==> config.mk <==
export PLATFORM = sky130hd
export DESIGN_NAME = stepper_phase_sequencer
export DESIGN_NICKNAME = d
export VERILOG_FILES = /design/src/design/sps_pkg.sv /design/src/design/sps_input_stage.sv /design/src/design/sps_step_core.sv /design/src/design/stepper_phase_sequencer.sv
export SDC_FILE = /design/constraint.sdc
export NUM_CORES = 1
export LEC_CHECK = 0
export CAP_MARGIN = 5
export CORE_ASPECT_RATIO = 0.8
export CORE_MARGIN = 4
export CORE_UTILIZATION = 31
export CTS_BUF_LIST = sky130_fd_sc_hd__clkbuf_4 sky130_fd_sc_hd__clkbuf_8
export CTS_CLUSTER_SIZE = 30
export DETAILED_ROUTE_END_ITERATION = 10
export DONT_BUFFER_PORTS = 1
export GPL_TIMING_DRIVEN = 0
export HOLD_SLACK_MARGIN = 0.1
export MAX_ROUTING_LAYER = met4
export PLACE_DENSITY_LB_ADDON = 0.3
export SLEW_MARGIN = 20
export SYNTH_ARGS = -nofsm -noshare
export SYNTH_HDL_FRONTEND = slang
export SYNTH_HIERARCHICAL = 1
export SYNTH_SLANG_ARGS = --single-unit
==> constraint.sdc <==
create_clock -name clk -period 6.6 [get_ports clk]
set_clock_uncertainty 0.1 [all_clocks]
set_input_delay 0.33 -clock clk [delete_from_list [all_inputs] [get_ports clk]]
set_output_delay 0.33 -clock clk [all_outputs]
set_load 0.01 [all_outputs]
==> src/design/sps_pkg.sv <==
// ----------------------------------------------------------------------------
// sps_pkg
// Shared types, widths and coil pattern tables for the stepper phase sequencer.
// ----------------------------------------------------------------------------
`default_nettype none

package sps_pkg;

  localparam int SAMPLE_W = 12;
  localparam int POS_W    = 8;
  localparam int PHASE_W  = 2;
  localparam int COIL_W   = 4;
  localparam int CFG_IDX_W = 2;
  localparam int CFG_DATA_W = 1;

  // configuration register indexes
  typedef enum logic [CFG_IDX_W-1:0] {
    CFG_DRIVE_OFF      = 2'd0,
    CFG_FOLLOWER_MODE  = 2'd1,
    CFG_FULL_STEP_MODE = 2'd2,
    CFG_FORWARD_DIR    = 2'd3
  } cfg_idx_t;

  // operating mode bits handed to the step logic
  typedef struct packed {
    logic drive_off;
    logic follower_mode;
    logic full_step_mode;
    logic forward_dir;
  } cfg_t;

  // coil patterns
  localparam logic [COIL_W-1:0] COIL_OFF = 4'h0;
  localparam logic [COIL_W-1:0] FULL_P0  = 4'hC;
  localparam logic [COIL_W-1:0] FULL_P1  = 4'h6;
  localparam logic [COIL_W-1:0] FULL_P2  = 4'h3;
  localparam logic [COIL_W-1:0] FULL_P3  = 4'h9;
  localparam logic [COIL_W-1:0] WAVE_P0  = 4'h8;
  localparam logic [COIL_W-1:0] WAVE_P1  = 4'h4;
  localparam logic [COIL_W-1:0] WAVE_P2  = 4'h2;
  localparam logic [COIL_W-1:0] WAVE_P3  = 4'h1;

  // table lookup: forward tables run P0..P3, reverse tables run P3..P0
  function automatic logic [COIL_W-1:0] coil_lookup(
    input logic               full,
    input logic               fwd,
    input logic [PHASE_W-1:0] phase
  );
    logic [PHASE_W-1:0] idx;
    logic [COIL_W-1:0]  pat;
    idx = fwd ? phase : ~phase;
    case (idx)
      2'd0: pat = full ? FULL_P0 : WAVE_P0;
      2'd1: pat = full ? FULL_P1 : WAVE_P1;
      2'd2: pat = full ? FULL_P2 : WAVE_P2;
      2'd3: pat = full ? FULL_P3 : WAVE_P3;
      default: pat = COIL_OFF;
    endcase
    return pat;
  endfunction

endpackage

`default_nettype wire

==> src/design/sps_input_stage.sv <==
// ----------------------------------------------------------------------------
// sps_input_stage
// Input register: holds one sample transaction until the step logic takes it.
// ----------------------------------------------------------------------------
`default_nettype none

module sps_input_stage (
  input  wire logic                         clk,
  input  wire logic                         rst_n,
  input  wire logic                         in_valid,
  output      logic                         in_ready,
  input  wire logic [sps_pkg::SAMPLE_W-1:0] in_pot_sample,
  output      logic                         s1_valid,
  input  wire logic                         s1_take,
  output      logic [sps_pkg::SAMPLE_W-1:0] s1_sample
);

  logic                         valid_r;
  logic                         valid_nxt;
  logic [sps_pkg::SAMPLE_W-1:0] sample_r;

  // free when empty or when the held item moves on this cycle
  assign in_ready = !valid_r || s1_take;

  always_comb begin
    valid_nxt = valid_r;
    if (in_ready) begin
      valid_nxt = in_valid;
    end
  end

  // valid flag
  always_ff @(posedge clk) begin
    if (!rst_n) begin
      valid_r <= 1'b0;
    end else begin
      valid_r <= valid_nxt;
    end
  end

  // sample payload
  always_ff @(posedge clk) begin
    if (in_valid && in_ready) begin
      sample_r <= in_pot_sample;
    end
  end

  assign s1_valid  = valid_r;
  assign s1_sample = sample_r;

endmodule

`default_nettype wire

==> src/design/sps_step_core.sv <==
// ----------------------------------------------------------------------------
// sps_step_core
// Position and phase state with the per-tick step decision and table lookup.
// ----------------------------------------------------------------------------
`default_nettype none

module sps_step_core #(
  parameter int STEPS        = 200,
  parameter int SAMPLE_RANGE = 4096
) (
  input  wire logic                         clk,
  input  wire logic                         rst_n,
  input  wire sps_pkg::cfg_t                cfg,
  input  wire logic                         fire,
  input  wire logic [sps_pkg::SAMPLE_W-1:0] sample,
  output      logic [sps_pkg::COIL_W-1:0]   coil,
  output      logic [sps_pkg::POS_W-1:0]    pos_next
);

  // wide enough for (position + 1) * SAMPLE_RANGE and sample * STEPS
  localparam int PROD_W =
    $clog2((SAMPLE_RANGE + (1 << sps_pkg::SAMPLE_W)) * (1 << sps_pkg::POS_W) + 1);

  localparam logic [sps_pkg::POS_W-1:0] STEPS_V  = sps_pkg::POS_W'(STEPS);
  localparam logic [sps_pkg::POS_W-1:0] STEPS_M1 = sps_pkg::POS_W'(STEPS - 1);

  logic [sps_pkg::POS_W-1:0]   pos_r;
  logic [sps_pkg::PHASE_W-1:0] phase_r;
  logic [sps_pkg::PHASE_W-1:0] phase_nxt;

  logic [PROD_W-1:0]           scaled;
  logic [PROD_W-1:0]           up_thr;
  logic [PROD_W-1:0]           dn_thr;
  logic [sps_pkg::POS_W:0]     pos_inc;
  logic                        step_en;

  // compare sample*STEPS against position bounds instead of dividing
  assign scaled  = PROD_W'(sample) * PROD_W'(STEPS);
  assign dn_thr  = PROD_W'(pos_r) * PROD_W'(SAMPLE_RANGE);
  assign up_thr  = dn_thr + PROD_W'(SAMPLE_RANGE);
  assign pos_inc = {1'b0, pos_r} + 1'b1;

  // step decision, next position and coil pattern
  always_comb begin
    pos_next = pos_r;
    coil     = sps_pkg::COIL_OFF;
    step_en  = 1'b0;
    if (cfg.drive_off) begin
      pos_next = pos_r;
    end else if (cfg.follower_mode) begin
      // target saturates at the last step, so a position past it walks down
      if (pos_r < STEPS_M1 && scaled >= up_thr) begin
        pos_next = pos_inc[sps_pkg::POS_W-1:0];
        coil     = sps_pkg::coil_lookup(1'b1, 1'b1, phase_r);
        step_en  = 1'b1;
      end else if (scaled < dn_thr || pos_r > STEPS_M1) begin
        pos_next = pos_r - 1'b1;
        coil     = sps_pkg::coil_lookup(1'b1, 1'b0, phase_r);
        step_en  = 1'b1;
      end
    end else begin
      step_en = 1'b1;
      coil    = sps_pkg::coil_lookup(cfg.full_step_mode, cfg.forward_dir, phase_r);
      if (cfg.forward_dir) begin
        if (pos_inc >= {1'b0, STEPS_V}) begin
          pos_next = '0;
        end else begin
          pos_next = pos_inc[sps_pkg::POS_W-1:0];
        end
      end else begin
        if (pos_r == '0 || pos_r > STEPS_V) begin
          pos_next = STEPS_M1;
        end else begin
          pos_next = pos_r - 1'b1;
        end
      end
    end
  end

  assign phase_nxt = step_en ? phase_r + 1'b1 : phase_r;

  // position and phase state
  always_ff @(posedge clk) begin
    if (!rst_n) begin
      pos_r   <= '0;
      phase_r <= '0;
    end else if (fire) begin
      pos_r   <= pos_next;
      phase_r <= phase_nxt;
    end
  end

endmodule

`default_nettype wire

==> src/design/stepper_phase_sequencer.sv <==
// ----------------------------------------------------------------------------
// stepper_phase_sequencer
// Full-step / wave-drive stepper sequencer with potentiometer follower mode.
//
// Usage: each input transaction (in_valid/in_ready, in_pot_sample) is one
// step tick and yields exactly one result transaction (out_valid/out_ready)
// with the coil pattern and the position after that tick.
// Flow: an accepted tick is held in the input register, then the step
// decision and table lookup feed the result register, which raises out_valid.
// Throughput is one transaction per cycle while out_ready stays high; the
// input register and the result register each hold one item, so a new
// tick is accepted while a finished result still waits on the output.
// When out_ready is low the result register holds, the input register fills,
// and in_ready drops until the receiver takes the pending result.
// Reset (rst_n low, synchronous) empties both registers, sets position and
// phase to zero, and loads drive_off=1, follower_mode=0, full_step_mode=0,
// forward_dir=1. The cfg_ port writes one mode bit per cfg_we cycle. The user
// must use it only while no transaction is in flight; nothing here enforces it.
// ----------------------------------------------------------------------------
`default_nettype none

module stepper_phase_sequencer #(
  parameter int STEPS        = 200,
  parameter int SAMPLE_RANGE = 4096
) (
  input  wire logic                           clk,
  input  wire logic                           rst_n,
  input  wire logic                           in_valid,
  output      logic                           in_ready,
  input  wire logic [sps_pkg::SAMPLE_W-1:0]   in_pot_sample,
  output      logic                           out_valid,
  input  wire logic                           out_ready,
  output      logic [sps_pkg::COIL_W-1:0]     out_coil_pattern,
  output      logic [sps_pkg::POS_W-1:0]      out_position,
  input  wire logic                           cfg_we,
  input  wire logic [sps_pkg::CFG_IDX_W-1:0]  cfg_index,
  input  wire logic [sps_pkg::CFG_DATA_W-1:0] cfg_wdata
);

  sps_pkg::cfg_t                cfg_r;
  logic                         s1_valid;
  logic                         s1_take;
  logic [sps_pkg::SAMPLE_W-1:0] s1_sample;
  logic [sps_pkg::COIL_W-1:0]   coil;
  logic [sps_pkg::POS_W-1:0]    pos_next;
  logic                         out_valid_r;
  logic                         out_valid_nxt;
  logic [sps_pkg::COIL_W-1:0]   coil_r;
  logic [sps_pkg::POS_W-1:0]    pos_r;

  // configuration registers
  always_ff @(posedge clk) begin
    if (!rst_n) begin
      cfg_r.drive_off      <= 1'b1;
      cfg_r.follower_mode  <= 1'b0;
      cfg_r.full_step_mode <= 1'b0;
      cfg_r.forward_dir    <= 1'b1;
    end else if (cfg_we) begin
      case (sps_pkg::cfg_idx_t'(cfg_index))
        sps_pkg::CFG_DRIVE_OFF:      cfg_r.drive_off      <= cfg_wdata[0];
        sps_pkg::CFG_FOLLOWER_MODE:  cfg_r.follower_mode  <= cfg_wdata[0];
        sps_pkg::CFG_FULL_STEP_MODE: cfg_r.full_step_mode <= cfg_wdata[0];
        sps_pkg::CFG_FORWARD_DIR:    cfg_r.forward_dir    <= cfg_wdata[0];
        default: ;
      endcase
    end
  end

  // input register
  sps_input_stage u_input (
    .clk           (clk),
    .rst_n         (rst_n),
    .in_valid      (in_valid),
    .in_ready      (in_ready),
    .in_pot_sample (in_pot_sample),
    .s1_valid      (s1_valid),
    .s1_take       (s1_take),
    .s1_sample     (s1_sample)
  );

  // held item moves into the result register when that register is empty or drains
  assign s1_take = s1_valid && (!out_valid_r || out_ready);

  // step logic and state
  sps_step_core #(
    .STEPS        (STEPS),
    .SAMPLE_RANGE (SAMPLE_RANGE)
  ) u_core (
    .clk      (clk),
    .rst_n    (rst_n),
    .cfg      (cfg_r),
    .fire     (s1_take),
    .sample   (s1_sample),
    .coil     (coil),
    .pos_next (pos_next)
  );

  always_comb begin
    out_valid_nxt = out_valid_r;
    if (!out_valid_r || out_ready) begin
      out_valid_nxt = s1_valid;
    end
  end

  // result register
  always_ff @(posedge clk) begin
    if (!rst_n) begin
      out_valid_r <= 1'b0;
    end else begin
      out_valid_r <= out_valid_nxt;
    end
  end

  always_ff @(posedge clk) begin
    if (s1_take) begin
      coil_r <= coil;
      pos_r  <= pos_next;
    end
  end

  assign out_valid        = out_valid_r;
  assign out_coil_pattern = coil_r;
  assign out_position     = pos_r;

endmodule

`default_nettype wire

# Word-level counts from Yosys, hierarchy flattened
# Cells that the tools add are included.
dict set report totals {
  elab_cells 76
  input_bits 20
  ff_bits 40
  out_inout_bits 14
}
dict set report op_classes {
  bitwise_logic 1
  n_eq_ne 12
  n_mux 22
  add_sub_neg 4
  reduce_logical 19
  n_mul 1
  magnitude_cmp 6
}
# op n
set op_table {}
lappend op_table {{$mux W8} 7}
lappend op_table {{$pmux W4 S4} 3}
lappend op_table {{$ge A20 B22 Y1} 1}
lappend op_table {{$add A20 B13 Y21 const B} 1}
lappend op_table {{$lt A20 B20 Y1} 1}
lappend op_table {{$mul A12 B5 Y17 const B} 1}
lappend op_table {{$eq A2 B2 Y1 const B} 8}
lappend op_table {{$gt A8 B8 Y1 const B} 2}
lappend op_table {{$mux W4} 4}
lappend op_table {{$reduce_and A2 Y1} 5}
lappend op_table {{$add A8 B1 Y9 const B} 1}
lappend op_table {{$ge A9 B8 Y1 const B} 1}
lappend op_table {{$eq A2 B1 Y1 const B} 4}
lappend op_table {{$logic_not A2 Y1} 4}
lappend op_table {{$logic_not A8 Y1} 1}
lappend op_table {{$lt A8 B8 Y1 const B} 1}
lappend op_table {{$sub A8 B1 Y8 const B} 1}
lappend op_table {{$mux W1} 5}
lappend op_table {{$logic_or A1 B1 Y1} 4}
lappend op_table {{$mux W2} 2}
lappend op_table {{$logic_and A1 B1 Y1} 3}
lappend op_table {{$mux W3} 1}
lappend op_table {{$add A2 B1 Y2 const B} 1}
lappend op_table {{$logic_not A1 Y1} 2}
lappend op_table {{$not A2 Y2} 1}

# Depth between registers and ports, before layout
# Gate-level depths: netlist of the first run.
dict set report depth {
  word_depth 8
  mapped_depth 24
  depth_no_buf 23
}

# Modules after synthesis
# Netlist of the first run, hierarchy kept.
# mod n_inst cells_per_inst area_each_um2
set modules_own_cells {}
lappend modules_own_cells {sps_step_core 1 416 3158.0}
lappend modules_own_cells {stepper_phase_sequencer 1 34 584.3}
lappend modules_own_cells {sps_input_stage 1 17 417.9}

# Worst setup path after synthesis of the first run
# Ideal clock, no wire load.
dict set report synth_path {
  path_type {reg-to-reg}
  startpoint {reg u_input.sample_r, in the netlist u_input/s1_sample[2]}
  endpoint {reg pos_r, in the netlist out_position[1] (data pin)}
  t_arrival_ps 5002
  setup_ps 255
  stages_incl_launch_ff 23
  slack_ps 1243
  synth_period_minus_slack_ps 5357
  path_cell_list {edfxtp_1 ha_1 ha_1 fa_1 ha_1 a21oi_1 a21boi_0 o21ai_0 a21oi_1 o2111ai_1 nand3_1 o41ai_1 xnor2_1 ha_1 or4b_1 nor4_2 o221ai_1 o211ai_2 o31ai_4 buf_6 o211a_1 a21oi_1 a21bo_2}
}
dict set report synth_between {
  elab_chain_cells 7
  word_cells_on_any_way 9
}
# item line
set synth_lines {}
lappend synth_lines {{start: declaration} sps_input_stage.sv:20} ;# logic [sps_pkg::SAMPLE_W-1:0] sample_r;
lappend synth_lines {{start signal: assignment} sps_input_stage.sv:44} ;# sample_r <= in_pot_sample;
lappend synth_lines {{$mul A12 B5 Y17 *} sps_step_core.sv:38} ;# assign scaled = PROD_W'(sample) * PROD_W'(STEPS);
lappend synth_lines {{$lt A20 B20 Y1} sps_step_core.sv:56} ;# end else if (scaled < dn_thr || pos_r > STEPS_M1) begin
lappend synth_lines {{$logic_or A1 B1 Y1} sps_step_core.sv:56}
lappend synth_lines {{$mux W8} sps_step_core.sv:56}
lappend synth_lines {{$mux W8 *} sps_step_core.sv:52} ;# if (pos_r < STEPS_M1 && scaled >= up_thr) begin
lappend synth_lines {{$mux W8 *} sps_step_core.sv:50} ;# end else if (cfg.follower_mode) begin
lappend synth_lines {{$mux W8 *} sps_step_core.sv:48} ;# if (cfg.drive_off) begin
lappend synth_lines {{named net pos_next (one bit)} stepper_phase_sequencer.sv:45} ;# logic [sps_pkg::POS_W-1:0] pos_next;
lappend synth_lines {{end signal: assignment} stepper_phase_sequencer.sv:117} ;# pos_r <= pos_next;
lappend synth_lines {{end: declaration} stepper_phase_sequencer.sv:49} ;# logic [sps_pkg::POS_W-1:0] pos_r;
# Mark *: on every way through the listed nets, which the timed path passes. The rest lies on a longest branch.
# A chain may end at the register's enable or synchronous reset.

# Final worst setup path of the first run
dict set report layout_path {
  startpoint {reg u_input.sample_r, in the netlist u_input/s1_sample[2]}
  endpoint {reg pos_r, in the netlist out_position[2] (data pin)}
}
# The elaborated chain is that of the path after synthesis.

==> run summary, run 1 <==
Layout Utilization = 35.7%
Root Driver = clkbuf_8
Yosys top cell area share = 19.5%
Die area = 15,300 um2
Sink Count = 40
Hold_buf cts = 15
CTS H-tree depth = 2
Core area = 13,000 um2
Avg Cell Area, Syn = 8.91 um2
Final period util = 92.1%
Post-synthesis mux area share = 2.20%
Worst hold stages = 2
Synth area leaders = ha_1, edfxtp_1, dfxtp_1, xnor2_1, inv_1
Switching Fraction = 40.5%
Yosys warnings = 6
Chip height = 112 um
Detail Placement HPWL = 8.25 mm
Most common cell in the netlist = ha_1
Net count, final = 581
Hold Crit Class = input port to flip-flop
Starting Density = 32.0%
Seq pwr share = 28.2%
XOR/XNOR Fraction of Synth Area = 4.42%
CTS max path bufs = 2
Worst-path clk slew = 0.08 ns
Synth Area in Simple Gates = 16.8%
Setup violators final = 0
Non-filler cells, final = 665
Max FO, Critical Path = 10
Row cnt = 37
CP Class = flip-flop to flip-flop
Clk pwr share = 20.9%
Synth top cells by count = ha_1, inv_1, nand2_1
Startpoint Class = flip-flop
Chip width = 138 um
I/O pin count = 34
Layout cells sized above 1 = 8.98%
N_diodes = 0
Max-Slew Margin vs Limit = 36.1%
Synth Instances = 467
Synth async-reset ratio = 0%
Pleak = 1.93 nW
Max Cap Violations = 0
Clk Latency, worst-skew pair = 0.30 ns
Pint = 0.000606 W
Critical path endpoint category = flip-flop
Worst-Margin Slew = 0.959 ns
CTS tree = done
Switch Pwr = 0.000413 W
Global-route wire length before repair = 17.6 mm
Num CTS Buffers = 5
DRC viols = 0
Synth cell types = 77
Post-CTS setup buffers = 0
Adder-Cell Fraction of Synth Area = 22.9%
R2R setup slack = 0.52 ns
Largest area contributor in the netlist = ha_1
Global placer's final weighted congestion = 0.954
Mapped Area = 4160 um2
Sequential cell area fraction in the yosys report = 25.0%
Number of global-route vias before repair = 3,473
PortBufs = 0
Peak Freq = 165 MHz
Area delta synth->final = 11.6%
RSZ-0062 raised after global routing = false
Routed len/inst = 15.8 um
Path depth of the worst reg2reg path = 22
Post-CTS Resized = 0
Worst r2r src = u_input/s1_sample[2]
Gr usage total = 14.5%
Largest net degree at the start of global routing = 16
Worst VDD drop = 145 uV
DRT antenna net count = 0
Count of final hold-check violations = 0
Mapped Nets = 559
Status = completed
DR vias/cell = 5.38
TritonRoute pass-1 iters = 6
EDFF count, synth = 24
Crit path required time = 6.52 ns
Final setup TNS = 0 ns
Worst Path Arrival = 6.00 ns
Placed cells = 642
Part of the power in combinational logic = 50.9%
Hold Startpoint = cfg_index[1]
Min cycle time layout = 6.08 ns
Antenna violations before repair = 0
Reg-to-Reg End = out_position[2]
Synth Flop Type = edfxtp_1
Fin. max-slew vios = 0
Hold EP = cfg_r[3]
Drt total wl = 10.5 mm
Flops & latches, synth = 40
Iter 0 DRT Violations = 292
Total congestion overflow = 0
Pwr Total = 0.00102 W
Largest family of logic cells by synthesized area = adder cells
Vias = 3,579
Hold_ws = 0.114 ns
Pwr Density = 220 nW/um2
Complex-gate fraction of the synthesized area = 21.9%
## cells by family after synthesis
family                   after synthesis
multiplexers                           9
AO/OA/AOI/OAI                        127
flip-flops                            40
AND/OR/NAND/NOR                      130
XOR/XNOR                              21
adder cells (fa/ha/maj)               72
buffers and inverters                 68
## through the flow
stage / setup WS [ns] / cell area [um2]
after floorplan: 1.24 / 4160
after global placement: 0.593 / 4380
after detailed placement: 0.612 / 4380
after CTS: 0.568 / 4640
after global routing: 0.0298 / 4640
final: 0.522 / 4640
## placed cells by master, fill, tap and decap left out, types with 3 or more instances in the layout
master	count
a21oi_1	26
ha_1	65
inv_1	44
o21a_1	6
nand3_1	12
nand2_1	32
a211oi_1	3
a31oi_1	6
dlygate4sd3_1	15
nor3_1	8
nor2b_1	5
xnor2_1	20
o22ai_1	8
buf_2	6
o211ai_1	4
nand4_1	4
clkbuf_1	9
and3_1	6
edfxtp_1	24
or3_1	5
inv_2	4
dfxtp_1	16
a21boi_0	5
nor2_1	29
clkbuf_8	5
o221ai_1	3
o21ai_1	6
mux2i_1	8
fa_1	7
o21ai_0	20
nand2b_1	5
and2_1	4
o2111ai_1	3
## critical path, stage by stage, from the launching register on
cell and delay (ns):
edfxtp_1 0.44, ha_1 0.32, ha_1 0.31, fa_1 0.46, ha_1 0.36, a21oi_1 0.18
a21boi_0 0.12, o21ai_0 0.22, a21oi_1 0.14, o2111ai_1 0.22, nand3_1 0.15, o41ai_1 0.37
xnor2_1 0.16, ha_1 0.37, or4b_1 0.46, nor4_2 0.14, o221ai_1 0.19, o211ai_2 0.16
o31ai_4 0.16, buf_6 0.19, mux2i_1 0.25, o32a_1 0.21, o22ai_1 0.10
## state kept, by name, summed over array words and instances, names as in the netlist
register,flops
u_core/phase_r,2
cfg_r,4
out_valid,1
out_position,8
u_input/s1_valid,1
u_core/pos_r,8
u_input/s1_sample,12
out_coil_pattern,4
## worst max path at each step
| stage | cells after the start | slack (ns) | start | endpoint |
|---|---|---|---|---|
| detailed placement | 22 | 0.61 | u_input/s1_sample[2] | out_position[2] |
| CTS | 22 | 0.57 | u_input/s1_sample[2] | out_position[2] |
| floorplan | 22 | 1.24 | u_input/s1_sample[2] | out_position[1] |
| finish | 22 | 0.52 | u_input/s1_sample[2] | out_position[2] |
| global route | 21 | 0.03 | u_input/s1_sample[3] | out_position[5] |
| global placement | 21 | 0.59 | u_input/s1_sample[2] | out_position[5] |
## power by group through the flow
stage               logic (W)  registers (W)  clock network (W)
floorplan            0.000396       0.000290                  0
global placement     0.000498       0.000293                  0
detailed placement   0.000507       0.000294                  0
CTS                  0.000518       0.000288           0.000222
global route         0.000586       0.000289           0.000235
finish               0.000518       0.000287           0.000213
## routing by layer
metal  global-route usage [%]  routed length [um]
met4                     3.13                  79
met3                     2.76                 699
met1                     20.7                5170
met2                     21.2                4540
met5                        -                   0
## area by class of cell
class / instances / area [um2]
multi-input cells: 359 / 2840
well taps: 175 / 219
flip-flops and latches: 40 / 1040
clock inverters: 3 / 41.3
repair buffers: 15 / 150
clock buffers: 5 / 68.8
fillers: 1317 / 8370
inverters: 49 / 184
plain buffers: 19 / 97.6
Power figures use the tool's default switching activity.
==> run 2, diff against run 1 <==
- ABC_AREA: default -> 1
==> run summary, run 2 <==
Status = completed
Dpl cell area = 4480 um2 (+2.3%)
Critical Path Source = u_input/s1_sample[6]
PortBufs = 0 (unchanged)
Synth async-reset ratio = 0% (unchanged)
Global placer's final weighted congestion = 0.971 (+1.8%)
Startpoint Class = flip-flop
Worst VDD drop = 139 uV (-4.1%)
CP Class = flip-flop to flip-flop
EDFF count, synth = 24 (unchanged)
Peak Freq = 203 MHz (+24%)
Sink Count = 40 (unchanged)
Number of global-route vias before repair = 3,637 (+4.7%)
Yosys top cell area share = 19.2% (-0.37 points)
DR vias/cell = 4.70 (-13%)
Pwr Density = 239 nW/um2 (+8.9%)
Area delta synth->final = 13.0%
DRT antenna net count = 0 (unchanged)
Max FO, Critical Path = 10 (unchanged)
Iter 0 DRT Violations = 248 (-15%)
CP most frequent cell = nand2_1
Worst-path clk slew = 0.09 ns (about the same)
CP delay by family, top = adder cells
Die area = 15,600 um2 (+1.8%)
Hold_ws = 0.143 ns (+0.0290 ns)
Fillers = 1,384 (+5.1%)
Final setup TNS = 0 ns (unchanged)
Worst r2r src = u_input/s1_sample[6]
Antenna violations before repair = 0 (unchanged)
Worst setup endpoint = out_position[4]
Largest net degree at the start of global routing = 14 (-2)
Dpl ws = 1.72 ns (+1.11 ns)
DRC viols = 0 (unchanged)
Synth area leaders = ha_1, edfxtp_1, nand2_1, inv_1, dfxtp_1
Pwr Total = 0.00115 W (+12%)
Largest area contributor in the netlist = ha_1
Final setup margin = 1.69 ns (+1.16 ns)
Clk pwr share = 20.0% (-0.9 points)
Yosys warnings = 6 (unchanged)
Max Cap Violations = 0 (unchanged)
Hold Crit Class = input port to flip-flop
Reg-to-Reg End = out_position[4]
Root Driver = clkbuf_8
Chip width = 139 um (+0.90%)
TritonRoute pass-1 iters = 4 (-2)
Seq pwr share = 25.6% (-2.6 points)
CTS H-tree depth = 2 (unchanged)
Detail Placement HPWL = 8.06 mm (-2.3%)
Starting Density = 32.4% (+0.39 points)
Gr usage total = 14.0% (-0.53 points)
Post-CTS Resized = 0 (unchanged)
Final period util = 74.5% (-18 points)
Max FFs per register = 12 (unchanged)
Clk Latency, worst-skew pair = 0.32 ns (+0.02 ns)
Vias = 3,711 (+3.7%)
Most common cell in the netlist = nand2_1
Count of final hold-check violations = 0 (unchanged)
Row cnt = 37 (unchanged)
I/O pin count = 34 (unchanged)
Critical path endpoint category = flip-flop
Min cycle time layout = 4.91 ns (-1.16 ns)
Chip height = 113 um (+0.89%)
Net count, final = 706 (+22%)
Core area = 13,100 um2 (+0.71%)
Global-route wire length before repair = 17.4 mm (-1.1%)
Crit path buffers/inverters = 5 (+4)
Fin. max-slew vios = 0 (unchanged)
Routed len/inst = 13.0 um (-18%)
Max-Slew Margin vs Limit = 63.7% (+28 points)
N_diodes = 0 (unchanged)
Worst Path Arrival = 4.89 ns (-1.11 ns)
Synth Instances = 586 (+25%)
Pleak = 2.56 nW (+33%)
Slowest-stage cell, CP = fa_1
Switching Fraction = 44.2% (+3.7 points)
Mapped Area = 4240 um2 (+1.9%)
Critical path's largest stage delay = 0.51 ns (+0.05 ns)
Part of the power in combinational logic = 54.4% (+3.5 points)
Final instance area = 4790 um2 (+3.3%)
Total congestion overflow = 0 (unchanged)
Pint = 0.000639 W (+5.5%)
Path depth of the worst reg2reg path = 26 (+18%)
Flops & latches, synth = 40 (unchanged)
Most frequent cells in the layout = nand2_1, inv_1, ha_1, nand3_1, nor2_1
Setup violators final = 0 (unchanged)
Drt total wl = 10.2 mm (-2.5%)
Crit path required time = 6.57 ns (+0.05 ns)
RSZ-0062 raised after global routing = false
CTS max path bufs = 2 (unchanged)
Synth cell types = 41 (-47%)
Critical Path Stages = 26 (+18%)
Switch Pwr = 0.000507 W (+23%)
Sequential cell area fraction in the yosys report = 24.6% (-0.47 points)
Layout cells sized above 1 = 8.78% (-0.20 points)
R2R setup slack = 1.69 ns (+1.16 ns)
Mapped Nets = 678 (+21%)
Synth Flop Type = edfxtp_1
Worst-Margin Slew = 0.544 ns (-0.415 ns)
Most common cell after layout, fill and taps aside = nand2_1
Num CTS Buffers = 5 (unchanged)
Avg Cell Area, Syn = 7.24 um2 (-19%)
CTS tree = done
Synth top cells by count = nand2_1, inv_1, ha_1
==> run 2: cell types whose count changed after synthesis, sizes merged, moves of 6 or more <==
cell and delta:
nand2 +138, inv +57, nand2b -6, o22ai -8, nand3 +57, and3 -6
xor2 +14, mux2i -8, nor2b -6, o21ai -14, xnor2 -19, clkbuf -7
nor2 +8, a21boi -6
==> run 2: cells by family (layout without fill, tap and decap cells) <==
family	after synthesis	after routing	share of synthesized area [%]
buf+inv	114	143	10.7
compound gates	54	54	7.52
xor+xnor	16	16	3.48
flops	40	40	24.6
simple gates	290	290	31.3
fa+ha+maj	72	72	22.5
==> run 2: tightest hold or removal path, cell delays in order <==
cell and delay (ns):
nand3_1 0.08, nor2_1 0.04, nor2_1 0.08
==> run 2: power by group through the flow <==
stage          sequential, W  combinational, W  clock, W
6_report            0.000294          0.000624  0.000229
3_5_place_dp        0.000300          0.000610         0
4_1_cts             0.000294          0.000625  0.000243
5_1_grt             0.000296          0.000727  0.000252
3_3_place_gp        0.000300          0.000596         0
2_1_floorplan       0.000295          0.000486         0
==> run 2: per-layer routing <==
| metal | global-route usage [%] | up-vias | routed length (um) |
|---|---|---|---|
| met5 | - | - | 0 |
| met4 | 3.65 | 0 | 125 |
| met3 | 2.90 | 10 | 450 |
| met2 | 21.1 | 68 | 4440 |
| met1 | 19.1 | 1687 | 5210 |
| li1 | - | 1946 | - |
==> run 2: per-stage QoR <==
stage | util [%] | std cells
6_report | 36.6 | 790
5_1_grt | 36.6 | 790
4_1_cts | 36.6 | 790
3_5_place_dp | 34.2 | 763
3_3_place_gp | 34.0 | 761
2_1_floorplan | - | 586
==> run 2: repair_timing <==
item                                    4_1_cts  5_1_grt
hold endpoints to repair                     20        0
hold buffers                                 19        0
endpoints found under the setup margin        0        0
buffers inserted                              0        0
==> run 2: how the worst min path moves through the flow <==
stage,startpoint,slack (ns),to,cells past startpoint
after floorplan,rst_n,0.31,cfg_r[3],1
after global placement,rst_n,0.32,cfg_r[3],1
after detailed placement,rst_n,0.32,cfg_r[0],1
after CTS,cfg_we,0.13,cfg_r[1],3
after global routing,cfg_we,0.15,cfg_r[1],3
final,cfg_we,0.14,cfg_r[1],3
==> run 2: layout make-up <==
class,instances,area [um2],share of cell area (%)
plain buffers,9,56.3,1.17
clock buffers,6,82.6,1.72
clock inverters,2,38.8,0.809
inverters,105,397,8.27
multi-input cells,432,2750,57.4
flip-flops and latches,40,1040,21.7
well taps,175,219,4.57
repair buffers,21,209,4.36
==> run 3, diff against run 2 <==
- ABC_AREA: 1 -> 0
- clock period: 6.6 -> 4.85 ns (I/O delays scaled with it)
==> run summary, run 3 (synthesis results as in run 1) <==
Status = finished with violations
Failing checks = negative setup slack
Number of global-route vias before repair = 3,479 (-4.3%)
Max FO, Critical Path = 8 (-2)
Max Cap Violations = 0 (unchanged)
CTS H-tree depth = 2 (unchanged)
Global placer's final weighted congestion = 0.886 (-8.7%)
Count of final hold-check violations = 0 (unchanged)
DR vias/cell = 5.35 (+14%)
Chip width = 138 um (-0.89%)
N_diodes = 0 (unchanged)
Reg-to-Reg End = out_position[1]
Iter 0 DRT Violations = 237 (-4.4%)
CP delay by family, top = compound AO/OA/AOI/OAI gates
Startpoint Class = flip-flop
Drt total wl = 10.9 mm (+6.9%)
Pleak = 2.11 nW (-18%)
I/O pin count = 34 (unchanged)
CP Class = flip-flop to flip-flop
CTS tree = done
Critical Path Stages = 23 (-12%)
Max FFs per register = 12 (unchanged)
Clk Latency, worst-skew pair = 0.33 ns (about the same)
Gr usage total = 14.7% (+0.75 points)
Min cycle time layout = 5.64 ns (+0.722 ns)
Worst-Margin Slew = 0.825 ns (+0.281 ns)
CTS max path bufs = 2 (unchanged)
Setup violators final = 22 (+22)
DRT antenna net count = 0 (unchanged)
Layout Utilization = 39.3% (+2.7 points)
Sink Count = 40 (unchanged)
Most common cell after layout, fill and taps aside = ha_1
TritonRoute pass-1 iters = 5 (+1)
Row cnt = 37 (unchanged)
Crit path required time = 4.85 ns (-1.72 ns)
Worst Path Arrival = 5.63 ns (+0.74 ns)
Worst-path clk slew = 0.09 ns (about the same)
Total congestion overflow = 0 (unchanged)
Core area = 13,000 um2 (-0.71%)
R2R setup slack = -0.79 ns (-2.47 ns)
Largest net degree at the start of global routing = 16 (+2)
Critical-path cell list = buf_4 -> ha_1 -> ha_2 -> fa_1 -> ha_4 -> a21oi_4 -> a21boi_2 -> o21ai_2 -> a21oi_2 -> o2111ai_2 -> nand3_2 -> o41ai_4 -> xnor2_1 -> ha_1 -> or4b_4 -> nor4_4 -> o221ai_2 -> o211ai_2 -> o31ai_4 -> buf_6 -> o211a_1 -> a21oi_2 -> a21bo_2
Die area = 15,300 um2 (-1.8%)
Path depth of the worst reg2reg path = 23 (-12%)
Antenna violations before repair = 0 (unchanged)
Chip height = 112 um (-0.88%)
Slowest-stage cell, CP = fa_1
Fin. max-slew vios = 0 (unchanged)
Most frequent cells in the layout = ha_1, inv_1, nand2_1, nor2_1, edfxtp_1
DRC viols = 0 (unchanged)
Final setup margin = -0.787 ns (-2.47 ns)
Critical path's largest stage delay = 0.54 ns (+0.03 ns)
Dpl cell area = 4410 um2 (-1.5%)
Worst r2r src = u_input/s1_sample[2]
Final instance area = 5110 um2 (+6.5%)
Worst hold stages = 1 (-2)
Critical path endpoint category = flip-flop
Vias = 3,698 (-0.35%)
Hold Crit Class = input port to flip-flop
Starting Density = 32.0% (-0.39 points)
Layout cells sized above 1 = 18.0% (+9.2 points)
PortBufs = 0 (unchanged)
Hold EP = u_input/s1_sample[5]
RSZ-0062 raised after global routing = true
Pwr Density = 321 nW/um2 (+34%)
Root Driver = clkbuf_8
Pwr Total = 0.00164 W (+43%)
Num CTS Buffers = 5 (unchanged)
Routed len/inst = 15.8 um (+22%)
Peak Freq = 177 MHz (-13%)
Detail Placement HPWL = 8.15 mm (+1.1%)
Final period util = 116% (+42 points)
Hold Startpoint = in_valid
Worst VDD drop = 215 uV (+55%)
Global-route wire length before repair = 17.5 mm (+0.55%)
Crit path buffers/inverters = 2 (-3)
Max-Slew Margin vs Limit = 44.8% (-19 points)
Net count, final = 607 (-14%)
Area delta synth->final = 22.7%
## run 3: power breakdown
part           switching (W)  internal [W]
logic               0.000510      0.000434
clock network       0.000135      0.000168
registers          0.0000143      0.000376
total               0.000659      0.000979
## run 3: worst max-delay path by stage
| stage | from | slack [ns] | endpoint |
|---|---|---|---|
| after floorplan | u_input/s1_sample[2] | -0.29 | out_position[1] |
| after global placement | u_input/s1_sample[3] | -0.90 | out_position[2] |
| after detailed placement | u_input/s1_sample[3] | -0.90 | out_position[2] |
| after CTS | u_input/s1_sample[3] | -0.69 | out_coil_pattern[0] |
| after global routing | u_input/s1_sample[3] | -1.03 | out_position[6] |
| final | u_input/s1_sample[2] | -0.79 | out_position[1] |
## run 3: timing repair
item / CTS / global route
pin swaps: 13 / 14
hold buffers: 22 / 0
gates resized for setup: 25 / 15
endpoints found under the hold margin: 21 / 0
setup endpoints to repair: 22 / 22
setup buffers: 14 / 5
## run 3: cell type report
class / count / area (um2)
repair buffers: 41 / 367
plain buffers: 19 / 97.6
fillers: 1309 / 7900
flip-flops and latches: 40 / 1040
clock buffers: 6 / 82.6
well taps: 175 / 219
clock inverters: 2 / 38.8
multi-input cells: 359 / 3080
inverters: 49 / 184
## run 3: worst register-to-register path, cell delays in order (launching register included)
cell and delay (ns):
edfxtp_1 0.41, buf_4 0.16, ha_1 0.27, ha_2 0.19
fa_1 0.54, ha_4 0.23, a21oi_4 0.16, a21boi_2 0.09
o21ai_2 0.20, a21oi_2 0.10, o2111ai_2 0.22, nand3_2 0.14
o41ai_4 0.31, xnor2_1 0.14, ha_1 0.37, or4b_4 0.50
nor4_4 0.15, o221ai_2 0.14, o211ai_2 0.15, o31ai_4 0.14
buf_6 0.18, o211a_1 0.23, a21oi_2 0.09, a21bo_2 0.22
## run 3: metrics by stage
stage          hold WS, ns  setup TNS, ns  worst slack [ns]  cells
6_report             0.186         -14.94            -0.787    691
5_1_grt              0.170         -20.47             -1.03    691
4_1_cts              0.168         -12.28            -0.686    686
3_5_place_dp         0.241         -16.28            -0.903    642
3_3_place_gp         0.241         -15.78            -0.902    642
2_1_floorplan        0.241          -1.75            -0.287    467
## run 3: routing by layer
layer | wire length, um | vias to the layer above | share of wire (%) | track usage [%]
met5 | 0 | - | 0 | -
met1 | 5340 | 1745 | 49 | 20.3
met3 | 759 | 18 | 6.9 | 3.93
li1 | - | 1804 | - | -
met4 | 215 | 0 | 2.0 | 4.99
met2 | 4620 | 131 | 42 | 20.6
